==> config.mk <==
export PLATFORM = sky130hd
export DESIGN_NAME = srsm_skid_flat
export DESIGN_NICKNAME = d
export VERILOG_FILES = /design/src/rtl/srsm_pkg.sv /design/src/rtl/srsm_stream_if.sv /design/src/rtl/srsm_skid.sv /design/src/flat_wrapper.sv
export SDC_FILE = /design/constraint.sdc
export NUM_CORES = 1
export LEC_CHECK = 0
export BUFFER_PORTS_ARGS = -buffer_cell sky130_fd_sc_hd__buf_2
export CAP_MARGIN = 10
export CORE_AREA = 2 2 39 41
export CTS_CLUSTER_DIAMETER = 60
export DETAILED_ROUTE_END_ITERATION = 8
export DIE_AREA = 0 0 41 43
export MAX_ROUTING_LAYER = met4
export PLACE_DENSITY = 0.73
export SKIP_LAST_GASP = 1
export SLEW_MARGIN = 25
export SYNTH_ARGS = -nofsm -noshare
export SYNTH_HDL_FRONTEND = slang
export SYNTH_SLANG_ARGS = --single-unit
==> constraint.sdc <==
create_clock -name clk -period 1.5 [get_ports clk]
set_clock_uncertainty 0.2 [all_clocks]
set_input_delay 0.15 -clock clk [delete_from_list [all_inputs] [get_ports clk]]
set_output_delay 0.15 -clock clk [all_outputs]
set_load 0.005 [all_outputs]
==> src/rtl/srsm_pkg.sv <==
package srsm_pkg;

    // Screen and viewport geometry
    localparam int SCREEN_WIDTH  = 320;
    localparam int SCREEN_HEIGHT = 240;
    localparam int VIEW_TOP      = 22;
    localparam int VIEW_HEIGHT   = 188;
    localparam int MAX_SIDE      = 4096;

    // Field widths
    localparam int IMG_W      = 13;
    localparam int ROT_W      = 2;
    localparam int ZOOM_W     = 2;
    localparam int PAN_W      = 14;
    localparam int COL_W      = 9;
    localparam int ROW_W      = 8;
    localparam int SRC_W      = 12;
    localparam int INDEX_W    = 24;
    localparam int CFG_IDX_W  = 3;
    localparam int CFG_DATA_W = 14;

    // Derived datapath widths
    localparam int FRAC_W    = 16;
    localparam int SCR_MAX   = SCREEN_WIDTH > SCREEN_HEIGHT ? SCREEN_WIDTH : SCREEN_HEIGHT;
    localparam int FIT_W     = $clog2(SCR_MAX + 1) + FRAC_W;
    localparam int FIX_W     = FRAC_W + 2;
    localparam int SCALE_W   = FIT_W > FIX_W ? FIT_W : FIX_W;
    localparam int TGT_FIX_W = IMG_W + 1;
    localparam int TGT_FIT_W = $clog2(SCR_MAX + 2);
    localparam int TGT_W     = TGT_FIX_W > TGT_FIT_W ? TGT_FIX_W : TGT_FIT_W;
    localparam int POS_W     = TGT_W + 4;
    localparam int PROD_W    = IMG_W + SCALE_W;
    localparam int NUM_W     = TGT_W + FRAC_W;
    localparam int CNT_W     = $clog2(SCALE_W);

    // Fixed 9.16 scale factors
    localparam logic [SCALE_W-1:0] SCALE_100 = SCALE_W'(65536);
    localparam logic [SCALE_W-1:0] SCALE_150 = SCALE_W'(98304);
    localparam logic [SCALE_W-1:0] SCALE_200 = SCALE_W'(131072);
    localparam logic [SCALE_W-1:0] SCALE_MIN = SCALE_W'(1);
    localparam logic [PROD_W:0]    ROUND_UP  = (PROD_W + 1)'(65535);

    typedef enum logic [CFG_IDX_W-1:0] {
        CFG_IMAGE_WIDTH,
        CFG_IMAGE_HEIGHT,
        CFG_ROTATION_STEP,
        CFG_ZOOM_SELECT,
        CFG_OVERLAY_SHOWN,
        CFG_PAN_HORIZONTAL,
        CFG_PAN_VERTICAL
    } cfg_index_t;

    typedef enum logic [ROT_W-1:0] {ROT_0, ROT_90, ROT_180, ROT_270} rot_t;

    typedef enum logic [ZOOM_W-1:0] {ZOOM_FIT, ZOOM_100, ZOOM_150, ZOOM_200} zoom_t;

    typedef enum logic [3:0] {
        ST_START,
        ST_DIV,
        ST_SCALE,
        ST_MULW,
        ST_MULH,
        ST_SPAN,
        ST_OFFS,
        ST_PLACE,
        ST_READY
    } setup_state_t;

    typedef struct packed {
        logic [COL_W-1:0] screen_col;
        logic [ROW_W-1:0] screen_row;
    } pix_in_t;

    typedef struct packed {
        logic               covered;
        logic [SRC_W-1:0]   src_col;
        logic [SRC_W-1:0]   src_row;
        logic [INDEX_W-1:0] src_index;
    } pix_out_t;

    // Per-frame placement, fixed while pixels flow
    typedef struct packed {
        logic                     bad;
        rot_t                     rot;
        logic [IMG_W-1:0]         w;
        logic [IMG_W-1:0]         h;
        logic [IMG_W-1:0]         rw;
        logic [IMG_W-1:0]         rh;
        logic [TGT_W-1:0]         tw;
        logic [TGT_W-1:0]         th;
        logic signed [POS_W-1:0]  vy;
        logic signed [POS_W-1:0]  vend;
        logic signed [POS_W-1:0]  left;
        logic signed [POS_W-1:0]  top;
        logic [SCALE_W-1:0]       scale;
    } frame_t;

endpackage

==> src/rtl/srsm_stream_if.sv <==
interface srsm_stream_if #(
    parameter type data_t = logic
) ();
    logic  valid;
    logic  ready;
    data_t data;

    modport source (output valid, output data, input ready);
    modport sink (input valid, input data, output ready);
endinterface

==> src/rtl/srsm_skid.sv <==
module srsm_skid (
    input  logic               clk,
    input  logic               rst_n,
    input  logic               in_valid,
    input  srsm_pkg::pix_out_t in_data,
    output logic               up_ready,
    srsm_stream_if.source      down
);

    logic               out_valid_reg;
    srsm_pkg::pix_out_t out_data_reg;
    logic               skid_valid_reg;
    srsm_pkg::pix_out_t skid_data_reg;

    logic take_out;

    // Upstream advances until the spare entry is occupied
    assign up_ready = !skid_valid_reg;
    assign take_out = !out_valid_reg || down.ready;

    always_ff @(posedge clk or negedge rst_n)
    begin
        if (!rst_n)
        begin
            out_valid_reg  <= 1'b0;
            skid_valid_reg <= 1'b0;
        end
        else if (up_ready)
        begin
            if (take_out)
            begin
                out_valid_reg <= in_valid;
            end
            else
            begin
                skid_valid_reg <= in_valid;
            end
        end
        else if (down.ready)
        begin
            out_valid_reg  <= 1'b1;
            skid_valid_reg <= 1'b0;
        end
    end

    always_ff @(posedge clk)
    begin
        if (up_ready)
        begin
            if (take_out)
            begin
                out_data_reg <= in_data;
            end
            else
            begin
                skid_data_reg <= in_data;
            end
        end
        else if (down.ready)
        begin
            out_data_reg <= skid_data_reg;
        end
    end

    assign down.valid = out_valid_reg;
    assign down.data  = out_data_reg;

endmodule

==> src/flat_wrapper.sv <==
// flat-port wrapper written by rule: the top's interface ports become plain ports
module srsm_skid_flat 
  (clk, rst_n, in_valid, in_data, up_ready, down_valid, down_data, down_ready);
  srsm_stream_if down_i ();
  input  logic clk;
  input  logic rst_n;
  input  logic in_valid;
  input  srsm_pkg::pix_out_t in_data;
  output logic up_ready;
  output wire logic [$bits(down_i.valid)-1:0] down_valid;
  output wire logic [$bits(down_i.data)-1:0] down_data;
  input wire logic [$bits(down_i.ready)-1:0] down_ready;
  assign down_valid = down_i.valid;
  assign down_data = down_i.data;
  assign down_i.ready = down_ready;
  srsm_skid u_core (.clk(clk), .rst_n(rst_n), .in_valid(in_valid), .in_data(in_data), .up_ready(up_ready), .down(down_i));
endmodule
Word-level counts from Yosys, hierarchy flattened

Cells that the tools add are included.

Input bits: 53
Register bits after elaboration: 4
Output and inout port bits: 3
Logic and storage cells: 22

Equality and inequality tests: 1
Bitwise logic cells: 2
Mux-type cells: 9
Reduce and logical (&&, ||, !) cells: 6

Operators by type and width:

| operator                                     | number |
|---|---|
| 2-to-1 mux 1 bit                             | 9 |
| AND reduction 2 bit                          | 2 |
| logical NOT 1 bit                            | 2 |
| inequality test 2 bit, second input constant | 1 |
| NOT 1 bit                                    | 2 |
| nonzero test 2 bit                           | 1 |
| logical OR 1 bit                             | 1 |

Logic depth before layout (Yosys ltp)

Depth after elaboration: 4
Mapped depth: 2
Depth with buffers taken out: 2

Worst setup path before layout

Ideal clock, no wire load.

Kind: register to register
Start: register u_core.skid_valid_reg
End: register u_core.out_data_reg (netlist bit u_core.down.data), data pin
Library setup time: 260 ps
Setup slack: 322 ps
Data required time: 1040 ps
Path buffers: 0
Cell stages (with the launch flop): 2
Arrival time: 717 ps
Clock period less this slack: 1178 ps
Path through: dfrtp_1 > mux2_4

Word-level cells in the longest chain between the ends: 1

RTL lines:

| item                     | line            | text |
|---|---|---|
| start: declaration       | srsm_skid.sv:12 | `logic skid_valid_reg;` |
| start signal: assignment | srsm_skid.sv:36 | `skid_valid_reg <= in_valid;` |
| 2-to-1 mux 1 bit         | srsm_skid.sv:48 | `if (up_ready)` |
| end signal: assignment   | srsm_skid.sv:52 | `out_data_reg <= in_data;` |
| end signal: assignment   | srsm_skid.sv:61 | `out_data_reg <= skid_data_reg;` |
| end: declaration         | srsm_skid.sv:11 | `srsm_pkg::pix_out_t out_data_reg;` |

No other way between the ends.
A chain may end at the register's enable or synchronous reset.

Worst setup path after layout

Start: input port down_ready
End: register u_core.skid_data_reg[0] (netlist bit), enable pin

Word-level cells in the longest chain between the ends: 3

RTL lines:

| item                          | line               | text |
|---|---|---|
| start: declaration            | flat_wrapper.sv:12 | `input wire logic [$bits(down_i.ready)-1:0] down_ready;` |
| logical OR 1 bit              | srsm_skid.sv:19    | `assign take_out = !out_valid_reg \|\| down.ready;` |
| NOT 1 bit (no line)           | -                  |  |
| AND reduction 2 bit (no line) | -                  |  |
| end signal: assignment        | srsm_skid.sv:56    | `skid_data_reg <= in_data;` |
| end: declaration              | srsm_skid.sv:13    | `srsm_pkg::pix_out_t skid_data_reg;` |

No other way between the ends.

==> metrics.yaml <==
status: "finished, final reports clean"
cp.arrival_ps: 1100
synth_area_um2: 169
synth.area.mux_share_pct: 14.8
mostFrequentLayoutCells: "buf_2, dlygate4sd3_1, clkbuf_4"
numPortBuffers: 7
grt_pass1_wl_um: 676
drt-initial-drc-count: 2
drive_gt1_share_pct: 39.3
max_freq_mhz: 740
ant_nets: 0
cts-root-buf: "clkbuf_4"
cp-start-kind: "primary input"
synth_cell_types: 10
synth_xor_area_share_pct: 0
hold_buffers: 4
h-tree-depth: 1
min_path_type: "primary input to asynchronous set/reset pin"
p_per_area_nw_per_um2: 1130
wl_met1_um: 173
synthAdderAreaFrac_pct: 0
rsz0062_at_grt: "no"
synth_top_family_by_area: "multiplexers"
setup_slack_ps: 149
maxCapViolCount: 0
final_cells: 44
end_kind: "register"
synth_area_leaders: "edfxtp_1, dfrtp_1, mux2_4"
die_w_um: 41
finalCriticalPeriod_ps: 1350
layout_worst_path_cycle_share_pct: 90.1
maxSlewHeadroom_pct: 84.8
wl_per_cell_um: 8.66
gr-usage-all-layers_pct: 6.83
crit_start: "down_ready"
place_ws_ps: 286
io_pins: 56
final_common_cell: "buf_2"
grt_max_degree: 7
ir_worst_vdd_v: 0.000438
cts-resized-gates: 0
gp_congestion: 0.595
r2r_end: "u_core.down.data"
tightest_slew_ps: 228
ff2ff_setup_slack_ps: 280
synthSimpleGateAreaFrac_pct: 10.4
vias: 151
worstSetupPathType: "primary input to register"
rr_worst_depth: 1
grt_pass1_vias: 169
synth.largest_area_cell: "edfxtp_1"
area_growth_pct: 71.9
ys_warn_count: 0
setup_viol: 0
core-area_um2: 1380
met3_length_um: 56
antennaDiodeCount: 0
insertion_delay_ps: 230
fin_nets: 82
rows: 14
cts_buffers: 3
tns_ps: 0
syn_inst: 13
drv_slew: 0
cts_tree: "built"
place_inst: 36
timing.hold.ws_ps: 39.7
antenna_found_initial: 0
path_clk_slew_ps: 40
r2r_start: "u_core.skid_valid_reg"
synth-seq-area-share_pct: 65.2
postCtsSetupRepairBufs: 0
drt_wl_total_um: 381
synth_compound_area_share_pct: 7.41
crit_end: "u_core.skid_data_reg[0]"
synthesis.nets: 66
top_layer: "met3"
dieHeight_um: 43
die_area_um2: 1760
met2_length_um: 152
cp_max_fo: 4
dr.pass1.iters: 4
initial_core_util_pct: 12.2
synth_top_cell_area_share_pct: 35.6
power_mw: 0.327
cts_buffer_depth: 2
ys_ff_latch: 4
required_ps: 1250
grt_overflow_total: 0
power.leakage_nw: 0.129
hold_violations: 0
routed_via_density: 3.43
cts.sinks: 4
remaining_drc_errors: 0
syn_area_per_cell_um2: 13.0
[Yosys cell counts]
master,count
a21oi_1,1
dfrtp_1,2
edfxtp_1,2
inv_1,1
mux2_4,1
mux2i_1,1
nand2_1,1
nand2b_1,1
nor2_1,2
o21bai_1,1
[power by group]
| group | total [mW] | switching [mW] | internal [mW] |
|---|---|---|---|
| registers | 0.136 | 0.00884 | 0.127 |
| logic | 0.0417 | 0.0155 | 0.0262 |
| clock network | 0.149 | 0.0486 | 0.100 |
| total | 0.327 | 0.0729 | 0.254 |
[through the flow]
stage          cell area (µm²)  util (%)
2_1_floorplan              169         -
3_3_place_gp               224      16.2
3_5_place_dp               224      16.2
4_1_cts                    290      21.0
5_1_grt                    290      21.0
6_report                   290      21.0
[worst min path at each step]
stage                                  endpoint  start
after floorplan               u_core.down.valid  rst_n
after global placement    u_core.skid_valid_reg  rst_n
after detailed placement  u_core.skid_valid_reg  rst_n
after CTS                 u_core.skid_valid_reg  rst_n
after global routing      u_core.skid_valid_reg  rst_n
final                     u_core.skid_valid_reg  rst_n
[layer usage]
layer | up-vias | global-route usage [%]
li1 | 75 | -
met1 | 66 | 5.88
met2 | 10 | 8.44
met3 | 0 | 7.85
met4 | 0 | 4.00
met5 | - | -
[worst max-delay path: stages]
cell and delay [ps]:
dlygate4sd3_1 530, buf_2 140, nand2b_1 160, nor2_1 120
[cell families after synthesis]
| logic type | count (synthesis) |
|---|---|
| DFF | 4 |
| muxes | 2 |
| buffers and inverters | 1 |
| AOI/OAI and AO/OA | 2 |
| and+or+nand+nor | 4 |
[final cells by class]
| type | count | area [µm²] |
|---|---|---|
| inverter | 1 | 3.75 |
| timing repair buffer | 11 | 75.1 |
| clock buffer | 4 | 26.3 |
| tap | 16 | 20.0 |
| sequential | 4 | 110 |
| fill | 146 | 1090 |
| multi-input combinational | 8 | 55.1 |
No activity file was read; power rests on OpenSTA's default activity.
