$ cat src/rtl/srsm_pkg.sv
package srsm_pkg;

    // Screen and viewport geometry
    localparam int SCREEN_WIDTH  = 320;
    localparam int SCREEN_HEIGHT = 240;
    localparam int VIEW_TOP      = 22;
    localparam int VIEW_HEIGHT   = 188;
    localparam int MAX_SIDE      = 4096;

    // Field widths
    localparam int IMG_W      = 13;
    localparam int ROT_W      = 2;
    localparam int ZOOM_W     = 2;
    localparam int PAN_W      = 14;
    localparam int COL_W      = 9;
    localparam int ROW_W      = 8;
    localparam int SRC_W      = 12;
    localparam int INDEX_W    = 24;
    localparam int CFG_IDX_W  = 3;
    localparam int CFG_DATA_W = 14;

    // Derived datapath widths
    localparam int FRAC_W    = 16;
    localparam int SCR_MAX   = SCREEN_WIDTH > SCREEN_HEIGHT ? SCREEN_WIDTH : SCREEN_HEIGHT;
    localparam int FIT_W     = $clog2(SCR_MAX + 1) + FRAC_W;
    localparam int FIX_W     = FRAC_W + 2;
    localparam int SCALE_W   = FIT_W > FIX_W ? FIT_W : FIX_W;
    localparam int TGT_FIX_W = IMG_W + 1;
    localparam int TGT_FIT_W = $clog2(SCR_MAX + 2);
    localparam int TGT_W     = TGT_FIX_W > TGT_FIT_W ? TGT_FIX_W : TGT_FIT_W;
    localparam int POS_W     = TGT_W + 4;
    localparam int PROD_W    = IMG_W + SCALE_W;
    localparam int NUM_W     = TGT_W + FRAC_W;
    localparam int CNT_W     = $clog2(SCALE_W);

    // Fixed 9.16 scale factors
    localparam logic [SCALE_W-1:0] SCALE_100 = SCALE_W'(65536);
    localparam logic [SCALE_W-1:0] SCALE_150 = SCALE_W'(98304);
    localparam logic [SCALE_W-1:0] SCALE_200 = SCALE_W'(131072);
    localparam logic [SCALE_W-1:0] SCALE_MIN = SCALE_W'(1);
    localparam logic [PROD_W:0]    ROUND_UP  = (PROD_W + 1)'(65535);

    typedef enum logic [CFG_IDX_W-1:0] {
        CFG_IMAGE_WIDTH,
        CFG_IMAGE_HEIGHT,
        CFG_ROTATION_STEP,
        CFG_ZOOM_SELECT,
        CFG_OVERLAY_SHOWN,
        CFG_PAN_HORIZONTAL,
        CFG_PAN_VERTICAL
    } cfg_index_t;

    typedef enum logic [ROT_W-1:0] {ROT_0, ROT_90, ROT_180, ROT_270} rot_t;

    typedef enum logic [ZOOM_W-1:0] {ZOOM_FIT, ZOOM_100, ZOOM_150, ZOOM_200} zoom_t;

    typedef enum logic [3:0] {
        ST_START,
        ST_DIV,
        ST_SCALE,
        ST_MULW,
        ST_MULH,
        ST_SPAN,
        ST_OFFS,
        ST_PLACE,
        ST_READY
    } setup_state_t;

    typedef struct packed {
        logic [COL_W-1:0] screen_col;
        logic [ROW_W-1:0] screen_row;
    } pix_in_t;

    typedef struct packed {
        logic               covered;
        logic [SRC_W-1:0]   src_col;
        logic [SRC_W-1:0]   src_row;
        logic [INDEX_W-1:0] src_index;
    } pix_out_t;

    // Per-frame placement, fixed while pixels flow
    typedef struct packed {
        logic                     bad;
        rot_t                     rot;
        logic [IMG_W-1:0]         w;
        logic [IMG_W-1:0]         h;
        logic [IMG_W-1:0]         rw;
        logic [IMG_W-1:0]         rh;
        logic [TGT_W-1:0]         tw;
        logic [TGT_W-1:0]         th;
        logic signed [POS_W-1:0]  vy;
        logic signed [POS_W-1:0]  vend;
        logic signed [POS_W-1:0]  left;
        logic signed [POS_W-1:0]  top;
        logic [SCALE_W-1:0]       scale;
    } frame_t;

endpackage

$ cat src/rtl/srsm_setup.sv
module srsm_setup (
    input  logic                             clk,
    input  logic                             rst_n,
    input  logic                             cfg_we,
    input  logic [srsm_pkg::CFG_IDX_W-1:0]   cfg_index,
    input  logic [srsm_pkg::CFG_DATA_W-1:0]  cfg_data,
    output srsm_pkg::frame_t                 frame,
    output logic                             ready
);

    localparam int IMG_W   = srsm_pkg::IMG_W;
    localparam int SCALE_W = srsm_pkg::SCALE_W;
    localparam int POS_W   = srsm_pkg::POS_W;
    localparam int TGT_W   = srsm_pkg::TGT_W;
    localparam int PROD_W  = srsm_pkg::PROD_W;
    localparam int FRAC_W  = srsm_pkg::FRAC_W;
    localparam int CNT_W   = srsm_pkg::CNT_W;

    // Configuration registers
    logic [IMG_W-1:0]                   image_width_reg;
    logic [IMG_W-1:0]                   image_height_reg;
    srsm_pkg::rot_t                     rotation_step_reg;
    srsm_pkg::zoom_t                    zoom_select_reg;
    logic                               overlay_shown_reg;
    logic signed [srsm_pkg::PAN_W-1:0]  pan_h_reg;
    logic signed [srsm_pkg::PAN_W-1:0]  pan_v_reg;

    srsm_pkg::setup_state_t state_reg, state_next;
    logic [CNT_W-1:0]       cnt_reg;

    // Working registers
    logic [IMG_W-1:0]        rw_reg, rh_reg;
    logic signed [POS_W-1:0] vy_reg, vh_reg;
    logic                    bad_reg;
    logic [IMG_W-1:0]        hs_rem_reg, vs_rem_reg;
    logic [SCALE_W-1:0]      hs_q_reg, vs_q_reg;
    logic [SCALE_W-1:0]      scale_reg;
    logic [PROD_W-1:0]       prod_reg;
    logic [TGT_W-1:0]        tw_reg, th_reg;
    logic signed [POS_W-1:0] mx_reg, my_reg, halfx_reg, halfy_reg;
    logic signed [POS_W-1:0] left_reg, top_reg, vend_reg;

    // Strobes
    logic do_start, do_div, do_scale, do_mulw, do_mulh, do_span, do_offs, do_place;

    // Config writes
    always_ff @(posedge clk or negedge rst_n)
    begin
        if (!rst_n)
        begin
            image_width_reg   <= IMG_W'(1);
            image_height_reg  <= IMG_W'(1);
            rotation_step_reg <= srsm_pkg::ROT_0;
            zoom_select_reg   <= srsm_pkg::ZOOM_FIT;
            overlay_shown_reg <= 1'b1;
            pan_h_reg         <= '0;
            pan_v_reg         <= '0;
        end
        else if (cfg_we)
        begin
            unique case (srsm_pkg::cfg_index_t'(cfg_index))
                srsm_pkg::CFG_IMAGE_WIDTH:    image_width_reg   <= cfg_data[IMG_W-1:0];
                srsm_pkg::CFG_IMAGE_HEIGHT:   image_height_reg  <= cfg_data[IMG_W-1:0];
                srsm_pkg::CFG_ROTATION_STEP:
                    rotation_step_reg <= srsm_pkg::rot_t'(cfg_data[srsm_pkg::ROT_W-1:0]);
                srsm_pkg::CFG_ZOOM_SELECT:
                    zoom_select_reg <= srsm_pkg::zoom_t'(cfg_data[srsm_pkg::ZOOM_W-1:0]);
                srsm_pkg::CFG_OVERLAY_SHOWN:  overlay_shown_reg <= cfg_data[0];
                srsm_pkg::CFG_PAN_HORIZONTAL: pan_h_reg <= $signed(cfg_data[srsm_pkg::PAN_W-1:0]);
                srsm_pkg::CFG_PAN_VERTICAL:   pan_v_reg <= $signed(cfg_data[srsm_pkg::PAN_W-1:0]);
                default: ;
            endcase
        end
    end

    // Sequencer state
    always_ff @(posedge clk or negedge rst_n)
    begin
        if (!rst_n)
        begin
            state_reg <= srsm_pkg::ST_START;
        end
        else
        begin
            state_reg <= state_next;
        end
    end

    // Next state; any config write restarts the setup
    always_comb
    begin
        state_next = state_reg;
        if (cfg_we)
        begin
            state_next = srsm_pkg::ST_START;
        end
        else
        begin
            unique case (state_reg)
                srsm_pkg::ST_START: state_next = srsm_pkg::ST_DIV;
                srsm_pkg::ST_DIV:
                    if (cnt_reg == CNT_W'(SCALE_W - 1))
                    begin
                        state_next = srsm_pkg::ST_SCALE;
                    end
                srsm_pkg::ST_SCALE: state_next = srsm_pkg::ST_MULW;
                srsm_pkg::ST_MULW:  state_next = srsm_pkg::ST_MULH;
                srsm_pkg::ST_MULH:  state_next = srsm_pkg::ST_SPAN;
                srsm_pkg::ST_SPAN:  state_next = srsm_pkg::ST_OFFS;
                srsm_pkg::ST_OFFS:  state_next = srsm_pkg::ST_PLACE;
                srsm_pkg::ST_PLACE: state_next = srsm_pkg::ST_READY;
                srsm_pkg::ST_READY: state_next = srsm_pkg::ST_READY;
                default:            state_next = srsm_pkg::ST_START;
            endcase
        end
    end

    // State decode
    always_comb
    begin
        do_start = 1'b0;
        do_div   = 1'b0;
        do_scale = 1'b0;
        do_mulw  = 1'b0;
        do_mulh  = 1'b0;
        do_span  = 1'b0;
        do_offs  = 1'b0;
        do_place = 1'b0;
        ready    = 1'b0;
        unique case (state_reg)
            srsm_pkg::ST_START: do_start = 1'b1;
            srsm_pkg::ST_DIV:   do_div   = 1'b1;
            srsm_pkg::ST_SCALE: do_scale = 1'b1;
            srsm_pkg::ST_MULW:  do_mulw  = 1'b1;
            srsm_pkg::ST_MULH:  do_mulh  = 1'b1;
            srsm_pkg::ST_SPAN:  do_span  = 1'b1;
            srsm_pkg::ST_OFFS:  do_offs  = 1'b1;
            srsm_pkg::ST_PLACE: do_place = 1'b1;
            srsm_pkg::ST_READY: ready    = 1'b1;
            default: ;
        endcase
    end

    // Start values
    logic                    turned;
    logic signed [POS_W-1:0] vh_sel, vy_sel;
    logic                    bad_sel;

    always_comb
    begin
        turned  = (rotation_step_reg == srsm_pkg::ROT_90) ||
                  (rotation_step_reg == srsm_pkg::ROT_270);
        vh_sel  = overlay_shown_reg ? POS_W'(srsm_pkg::VIEW_HEIGHT) : POS_W'(srsm_pkg::SCREEN_HEIGHT);
        vy_sel  = overlay_shown_reg ? POS_W'(srsm_pkg::VIEW_TOP) : '0;
        bad_sel = (image_width_reg == '0) || (image_height_reg == '0) ||
                  (32'(image_width_reg) > 32'(srsm_pkg::MAX_SIDE)) ||
                  (32'(image_height_reg) > 32'(srsm_pkg::MAX_SIDE));
    end

    // Fit-ratio division steps, one quotient bit per cycle for each axis
    logic [IMG_W:0]   hs_t, vs_t;
    logic             hs_ge, vs_ge;
    logic [IMG_W-1:0] hs_rem_next, vs_rem_next;

    always_comb
    begin
        hs_t        = {hs_rem_reg, hs_q_reg[SCALE_W-1]};
        vs_t        = {vs_rem_reg, vs_q_reg[SCALE_W-1]};
        hs_ge       = hs_t >= {1'b0, rw_reg};
        vs_ge       = vs_t >= {1'b0, rh_reg};
        hs_rem_next = hs_ge ? IMG_W'(hs_t - {1'b0, rw_reg}) : hs_t[IMG_W-1:0];
        vs_rem_next = vs_ge ? IMG_W'(vs_t - {1'b0, rh_reg}) : vs_t[IMG_W-1:0];
    end

    // Scale selection
    logic [SCALE_W-1:0] scale_sel;

    always_comb
    begin
        unique case (zoom_select_reg)
            srsm_pkg::ZOOM_100: scale_sel = srsm_pkg::SCALE_100;
            srsm_pkg::ZOOM_150: scale_sel = srsm_pkg::SCALE_150;
            srsm_pkg::ZOOM_200: scale_sel = srsm_pkg::SCALE_200;
            default:            scale_sel = (hs_q_reg < vs_q_reg) ? hs_q_reg : vs_q_reg;
        endcase
        if (scale_sel == '0)
        begin
            scale_sel = srsm_pkg::SCALE_MIN;
        end
    end

    // Target size rounded up, at least one
    logic [PROD_W:0]  prod_rnd;
    logic [TGT_W-1:0] tgt_sel;

    always_comb
    begin
        prod_rnd = {1'b0, prod_reg} + srsm_pkg::ROUND_UP;
        tgt_sel  = prod_rnd[FRAC_W +: TGT_W];
        if (tgt_sel == '0)
        begin
            tgt_sel = TGT_W'(1);
        end
    end

    // Overflow and centring; halving truncates toward zero
    logic signed [POS_W-1:0] diffx, diffy, mx_sel, my_sel, halfx_sel, halfy_sel;

    always_comb
    begin
        diffx     = $signed(POS_W'(srsm_pkg::SCREEN_WIDTH)) - $signed(POS_W'(tw_reg));
        diffy     = vh_reg - $signed(POS_W'(th_reg));
        mx_sel    = (diffx < 0) ? ((-diffx) >>> 1) : '0;
        my_sel    = (diffy < 0) ? ((-diffy) >>> 1) : '0;
        halfx_sel = (diffx < 0) ? -mx_sel : (diffx >>> 1);
        halfy_sel = (diffy < 0) ? -my_sel : (diffy >>> 1);
    end

    // Pan clamp to plus or minus half the overflow
    logic signed [POS_W-1:0] panx, pany, cpx, cpy;

    always_comb
    begin
        panx = POS_W'(pan_h_reg);
        pany = POS_W'(pan_v_reg);
        if (panx > mx_reg)
        begin
            cpx = mx_reg;
        end
        else if (panx < -mx_reg)
        begin
            cpx = -mx_reg;
        end
        else
        begin
            cpx = panx;
        end
        if (pany > my_reg)
        begin
            cpy = my_reg;
        end
        else if (pany < -my_reg)
        begin
            cpy = -my_reg;
        end
        else
        begin
            cpy = pany;
        end
    end

    // Setup datapath
    always_ff @(posedge clk)
    begin
        if (do_start)
        begin
            rw_reg     <= turned ? image_height_reg : image_width_reg;
            rh_reg     <= turned ? image_width_reg : image_height_reg;
            vy_reg     <= vy_sel;
            vh_reg     <= vh_sel;
            bad_reg    <= bad_sel;
            hs_rem_reg <= '0;
            vs_rem_reg <= '0;
            hs_q_reg   <= SCALE_W'(srsm_pkg::SCREEN_WIDTH) << FRAC_W;
            vs_q_reg   <= SCALE_W'(vh_sel) << FRAC_W;
            cnt_reg    <= '0;
        end
        if (do_div)
        begin
            hs_rem_reg <= hs_rem_next;
            vs_rem_reg <= vs_rem_next;
            hs_q_reg   <= {hs_q_reg[SCALE_W-2:0], hs_ge};
            vs_q_reg   <= {vs_q_reg[SCALE_W-2:0], vs_ge};
            cnt_reg    <= cnt_reg + CNT_W'(1);
        end
        if (do_scale)
        begin
            scale_reg <= scale_sel;
        end
        if (do_mulw)
        begin
            prod_reg <= PROD_W'(rw_reg) * PROD_W'(scale_reg);
        end
        if (do_mulh)
        begin
            tw_reg   <= tgt_sel;
            prod_reg <= PROD_W'(rh_reg) * PROD_W'(scale_reg);
        end
        if (do_span)
        begin
            th_reg <= tgt_sel;
        end
        if (do_offs)
        begin
            mx_reg    <= mx_sel;
            my_reg    <= my_sel;
            halfx_reg <= halfx_sel;
            halfy_reg <= halfy_sel;
        end
        if (do_place)
        begin
            left_reg <= halfx_reg - cpx;
            top_reg  <= vy_reg + halfy_reg - cpy;
            vend_reg <= vy_reg + vh_reg;
        end
    end

    always_comb
    begin
        frame.bad   = bad_reg;
        frame.rot   = rotation_step_reg;
        frame.w     = image_width_reg;
        frame.h     = image_height_reg;
        frame.rw    = rw_reg;
        frame.rh    = rh_reg;
        frame.tw    = tw_reg;
        frame.th    = th_reg;
        frame.vy    = vy_reg;
        frame.vend  = vend_reg;
        frame.left  = left_reg;
        frame.top   = top_reg;
        frame.scale = scale_reg;
    end

endmodule

$ cat config.mk
export PLATFORM = sky130hd
export DESIGN_NAME = srsm_setup
export DESIGN_NICKNAME = d
export VERILOG_FILES = /design/src/rtl/srsm_pkg.sv /design/src/rtl/srsm_setup.sv
export SDC_FILE = /design/constraint.sdc
export NUM_CORES = 2
export LEC_CHECK = 0
export ABC_CLOCK_PERIOD_IN_PS = 6500
export BUFFER_PORTS_ARGS = -buffer_cell sky130_fd_sc_hd__buf_2
export CAP_MARGIN = 20
export CORE_MARGIN = 2
export CORE_UTILIZATION = 50
export CTS_CLUSTER_SIZE = 30
export DETAILED_ROUTE_END_ITERATION = 7
export GPL_ROUTABILITY_DRIVEN = 0
export PLACE_DENSITY = 0.7
export SLEW_MARGIN = 0
export SYNTH_ARGS = -nofsm -noshare
export SYNTH_HDL_FRONTEND = slang
export SYNTH_SLANG_ARGS = --single-unit
$ cat constraint.sdc
create_clock -name clk -period 6.5 [get_ports clk]
set_clock_uncertainty 0.05 [all_clocks]
set_input_delay 0.975 -clock clk [delete_from_list [all_inputs] [get_ports clk]]
set_output_delay 0.975 -clock clk [all_outputs]
set_load 0.01 [all_outputs]
* Word level (Yosys, flattened, before mapping)
Index checks and enable logic that the tools add are counted.
** Word-level totals
- Input bits :: 20
- Register bits :: 416
- Word-level logic and storage cells :: 139
** Operators by class
- Add/subtract/negate cells :: 16
- Multipliers :: 2
- Equality and inequality tests :: 21
- Reductions and logical operators :: 20
- Order comparisons :: 11
- Muxes and demuxes :: 40
** Operator list (count)
- two-way mux 25 bit :: 5
- two-way mux 18 bit :: 6
- two-way mux 13 bit :: 7
- case mux 25 bit (3 select lines) :: 1
- negator 18 bit :: 4
- multiplier 13 x 25 -> 30 bit :: 2
- two-way mux 30 bit :: 2
- adder 18 bit :: 2
- > comparator 14 x 18 -> 1 bit :: 2
- less-than comparator 14 x 18 -> 1 bit :: 2
- negator 17 -> 18 bit :: 2
- subtractor 18 bit :: 2
- two-way mux 17 bit :: 2
- case mux 4 bit (8 select lines) :: 1
- adder 30 x 16 -> 30 bit, second input constant :: 1
- greater-or-equal comparator 14 x 13 -> 1 bit :: 2
- > comparator 13 bit, second input constant :: 2
- zero test 13 bit :: 2
- subtractor 13 bit :: 2
- zero test 25 bit :: 1
- less-than comparator 25 bit :: 1
- less-than comparator 18 x 1 -> 1 bit, second input constant :: 1
- subtractor 18 x 15 -> 18 bit :: 1
- equality test 4 x 3 -> 1 bit, second input constant :: 4
- other kinds (25) :: 53

* Depth between registers and ports, before layout
- Word-level depth :: 5
- Gate-level depth with buffers :: 33

* Worst setup path before layout
No wires, ideal clock.
- Path type :: register -> register
- Start :: register my_reg[0]
- End :: register top_reg[17] (data pin)
- Slack :: -0.630 ns
- Data arrival time :: 6.812 ns
- Period minus slack after synthesis :: 7.130 ns
- Stages on the path, launching flop included :: 33
- Buffers on the path :: 1
- Data required time :: 6.182 ns
- Setup time :: 0.268 ns
- Path through :: edfxtp_1 inv_1 ha_1 or4b_1 or4_1 or3_1 or3_1 xnor2_1 ha_1 nand3_1 nor2_1 o211ai_1 nor2_1 o2111ai_1 nand3_2 xnor2_4 buf_2 nand2_1 o211ai_1 o21ai_0 fa_1 ha_1 fa_1 a21oi_1 o21ai_0 o41ai_1 o211ai_1 o21ai_0 nand2b_1 a21oi_1 o211a_1 o21ai_0 xnor3_1
** On the way
- Word-level cells in the longest chain between the ends :: 5
** Ends and longest elaborated chain
- start, declared :: line srsm_setup.sv:40 : logic signed [POS_W-1:0] mx_reg, my_reg, halfx_reg, halfy_reg;
- start signal, assigned :: line srsm_setup.sv:296 : my_reg <= my_sel;
- negator 18 bit :: line srsm_setup.sv:242, srsm_setup.sv:244
- less-than comparator 14 x 18 -> 1 bit :: line srsm_setup.sv:242 : else if (pany < -my_reg)
- two-way mux 18 bit :: line srsm_setup.sv:242
- two-way mux 18 bit (*) :: line srsm_setup.sv:238 : if (pany > my_reg)
- subtractor 18 bit (*) :: line srsm_setup.sv:303 : top_reg <= vy_reg + halfy_reg - cpy;
- end signal, assigned :: line srsm_setup.sv:303
- end, declared :: line srsm_setup.sv:41 : logic signed [POS_W-1:0] left_reg, top_reg, vend_reg;
Every way passes the cells marked *; elsewhere a longest branch is shown, timed or not.
A chain may end at the register's enable or synchronous reset.

* Worst setup path after layout
- Start :: register my_reg[0]
- End :: register top_reg[14] (data pin)
The elaborated chain is that of the path after synthesis.

==> metrics.txt <==
result of the run=complete, but fails checks; violations in the final reports=setup timing; number of flip-flops under the largest register name=30; max-capacitance violation count=0; clock insertion delay at the later pin of the skew report=0.58 ns; Cell Count Post-Placement=5331; cts hold-fix bufs=0; detailed router's first-iteration violation count=2248; wire length of the first global-routing pass=167000 µm; most common cell after layout, fill and taps aside=inv_1; Synth top area share=0.231; Hold Violations, Final=0; Routed Wire Length=106000 µm; placeable core area=79100 µm²; number of distinct library cells after synthesis=88; crit-path leading delay family=simple AND/OR/NAND/NOR gates; total of endpoints with negative setup slack in the final report=8; CTS tree=built; CTS H-tree lvls=2; clock transition at the registers of the reported paths=0.06 ns; kind of start point of the critical path=flop; Synth area leader=fa_1; x dimension of the die=287 µm; period utilization=1.08; Syn Inst Count=4110; Cell Rows=103; Avg Synthesized Cell Area=9.73 µm²; total of fill cells in the finished design=6776; maximum net fanout on the critical path=7; layout cells sized above 1=0.153; commonest cells after routing, fill and taps aside=inv_1 (603), nand2_1 (516), fa_1 (460); worst hold-check slack=0.453 ns; Antenna Cells=0; final cell count without fillers=5471; Worst EP arrival=7.31 ns; die area=82200 µm²; Num Clock Sinks=367; vias=30.1k; initial antenna violation count=0; P&R area growth vs syn=13.2%; Pre-Repair DR Iteration Count=6; clock buffer count from CTS=43; root cell of the clock tree=clkbuf_16; worst slack at placement=-0.634 ns; maximum number of pins on one net before global-route repair=71; combined global-route utilization of all metal layers=0.258; Overflow after GRT=0; Crit path buffers/inverters=4; average wire per cell in the routed design=19.3 µm; Post-synth EDFFs=304; RSZ-0062 raised after global routing=true; DP HPWL=81500 µm; max_slew headroom=0.280; largest cells by area after synthesis=fa_1 (23%), edfxtp_1 (23%), ha_1 (9.0%); Synth Flop Type=edfxtp_1; final routed DRC violation total=0; clk buf depth=3; category of the most critical setup path=flop to flop; cell area after synthesis=40000 µm²; hold crit path type=flop to flop; final antenna-violating net count=0; final core utilization=0.572; shortest period the worst path allows=7.03 ns; sequential share of the synthesized area=0.268; num ports=201; initial cell density of the core=0.505; post-detailed-route via-to-cell ratio=5.51; Critical Path End Type=flop; worst stage delay on the critical path=0.47 ns; worst path setup slack after routing=-0.530 ns; number of global-route vias before repair=30.6k; FMAX=142 MHz; Die Y-Extent=287 µm; Worst-Margin Slew=1.08 ns; critical path data required time=6.78 ns; Yosys Warn Count=0; slowest CP cell=or4b_4; number of max-slew violations in the final report=0; fraction of registers with async set or reset after synthesis=0.172; number of buffers added on ports=172; flip-flop and latch count after synthesis=367; number of nets in the layout=5157
==> metrics by stage <==
step	cell area (µm²)	setup TNS, ns
final	45300	-2.60
after detailed placement	43000	-1.93
after global routing	45300	-5.14
after CTS	44500	-1.20
after global placement	43000	-1.30
after floorplan	40200	-0.662
==> layout make-up <==
cell class / count / area (µm²) / area share
Multi-Input combinational cell: 2954 / 26500 / 0.586
Sequential cell: 367 / 10700 / 0.237
Timing Repair Buffer: 414 / 3000 / 0.0662
Inverter: 607 / 2280 / 0.0503
Tap cell: 1050 / 1310 / 0.0290
Clock buffer: 50 / 1140 / 0.0251
Clock inverter: 29 / 290 / 0.00641
==> repair_timing <==
action	in CTS	in global routing
resized for setup	12	64
setup buffers	9	51
endpoints found under the setup margin	6	25
pin swaps	25	37
==> routing by layer <==
| metal | global-route usage | routed length [µm] | up-vias |
|---|---|---|---|
| met3 | 0.0377 | 7020 | 211 |
| met5 | 0 | 0 | - |
| li1 | - | - | 14000 |
| met1 | 0.333 | 42400 | 15000 |
| met4 | 0.0797 | 3470 | 0 |
| met2 | 0.450 | 52600 | 965 |
==> cells in the mapped netlist, types with 33 or more instances <==
library cell / number
inv_1: 607
nand2_1: 518
fa_1: 461
edfxtp_1: 304
ha_1: 289
and2_1: 266
nor2_1: 192
clkbuf_1: 166
xnor2_1: 154
a21oi_1: 123
o21ai_0: 106
mux2_2: 90
xor2_1: 75
dfrtp_1: 60
a21o_1: 56
mux2i_1: 52
nand3_1: 49
nor3_1: 46
nor2b_1: 43
nor4_1: 34
buf_4: 33
==> cells by family after synthesis <==
group	Yosys count	synth area share
simple gates	1300	0.159
buf+inv	821	0.0804
fa+ha+maj	751	0.322
compound gates	495	0.0802
flops	367	0.268
xor+xnor	232	0.0520
mux	142	0.0384
other cells	2	0.000188
==> worst paths after layout <==
path | slack [ns] | to | from | cells after the start
setup / recovery | -0.53 | top_reg[14]$_DFFE_PP_ | my_reg[0]$_DFFE_PN_ | 30
hold / removal | 0.45 | rotation_step_reg[1]$_DFFE_PN0P_ | rotation_step_reg[1]$_DFFE_PN0P_ | 1
setup reg to reg | -0.53 | top_reg[14]$_DFFE_PP_ | my_reg[0]$_DFFE_PN_ | 30
hold reg to reg | 0.45 | rotation_step_reg[1]$_DFFE_PN0P_ | rotation_step_reg[1]$_DFFE_PN0P_ | 1
max in group asynchronous | 5.31 | image_height_reg[1]$_DFFE_PN0P_ | rst_n | 2
min in group asynchronous | 0.54 | image_height_reg[7]$_DFFE_PN0P_ | rst_n | 2
Power is left out: the tool's default activity adds up to more than one toggle a clock period on the data nets, which glitch-free logic cannot reach.
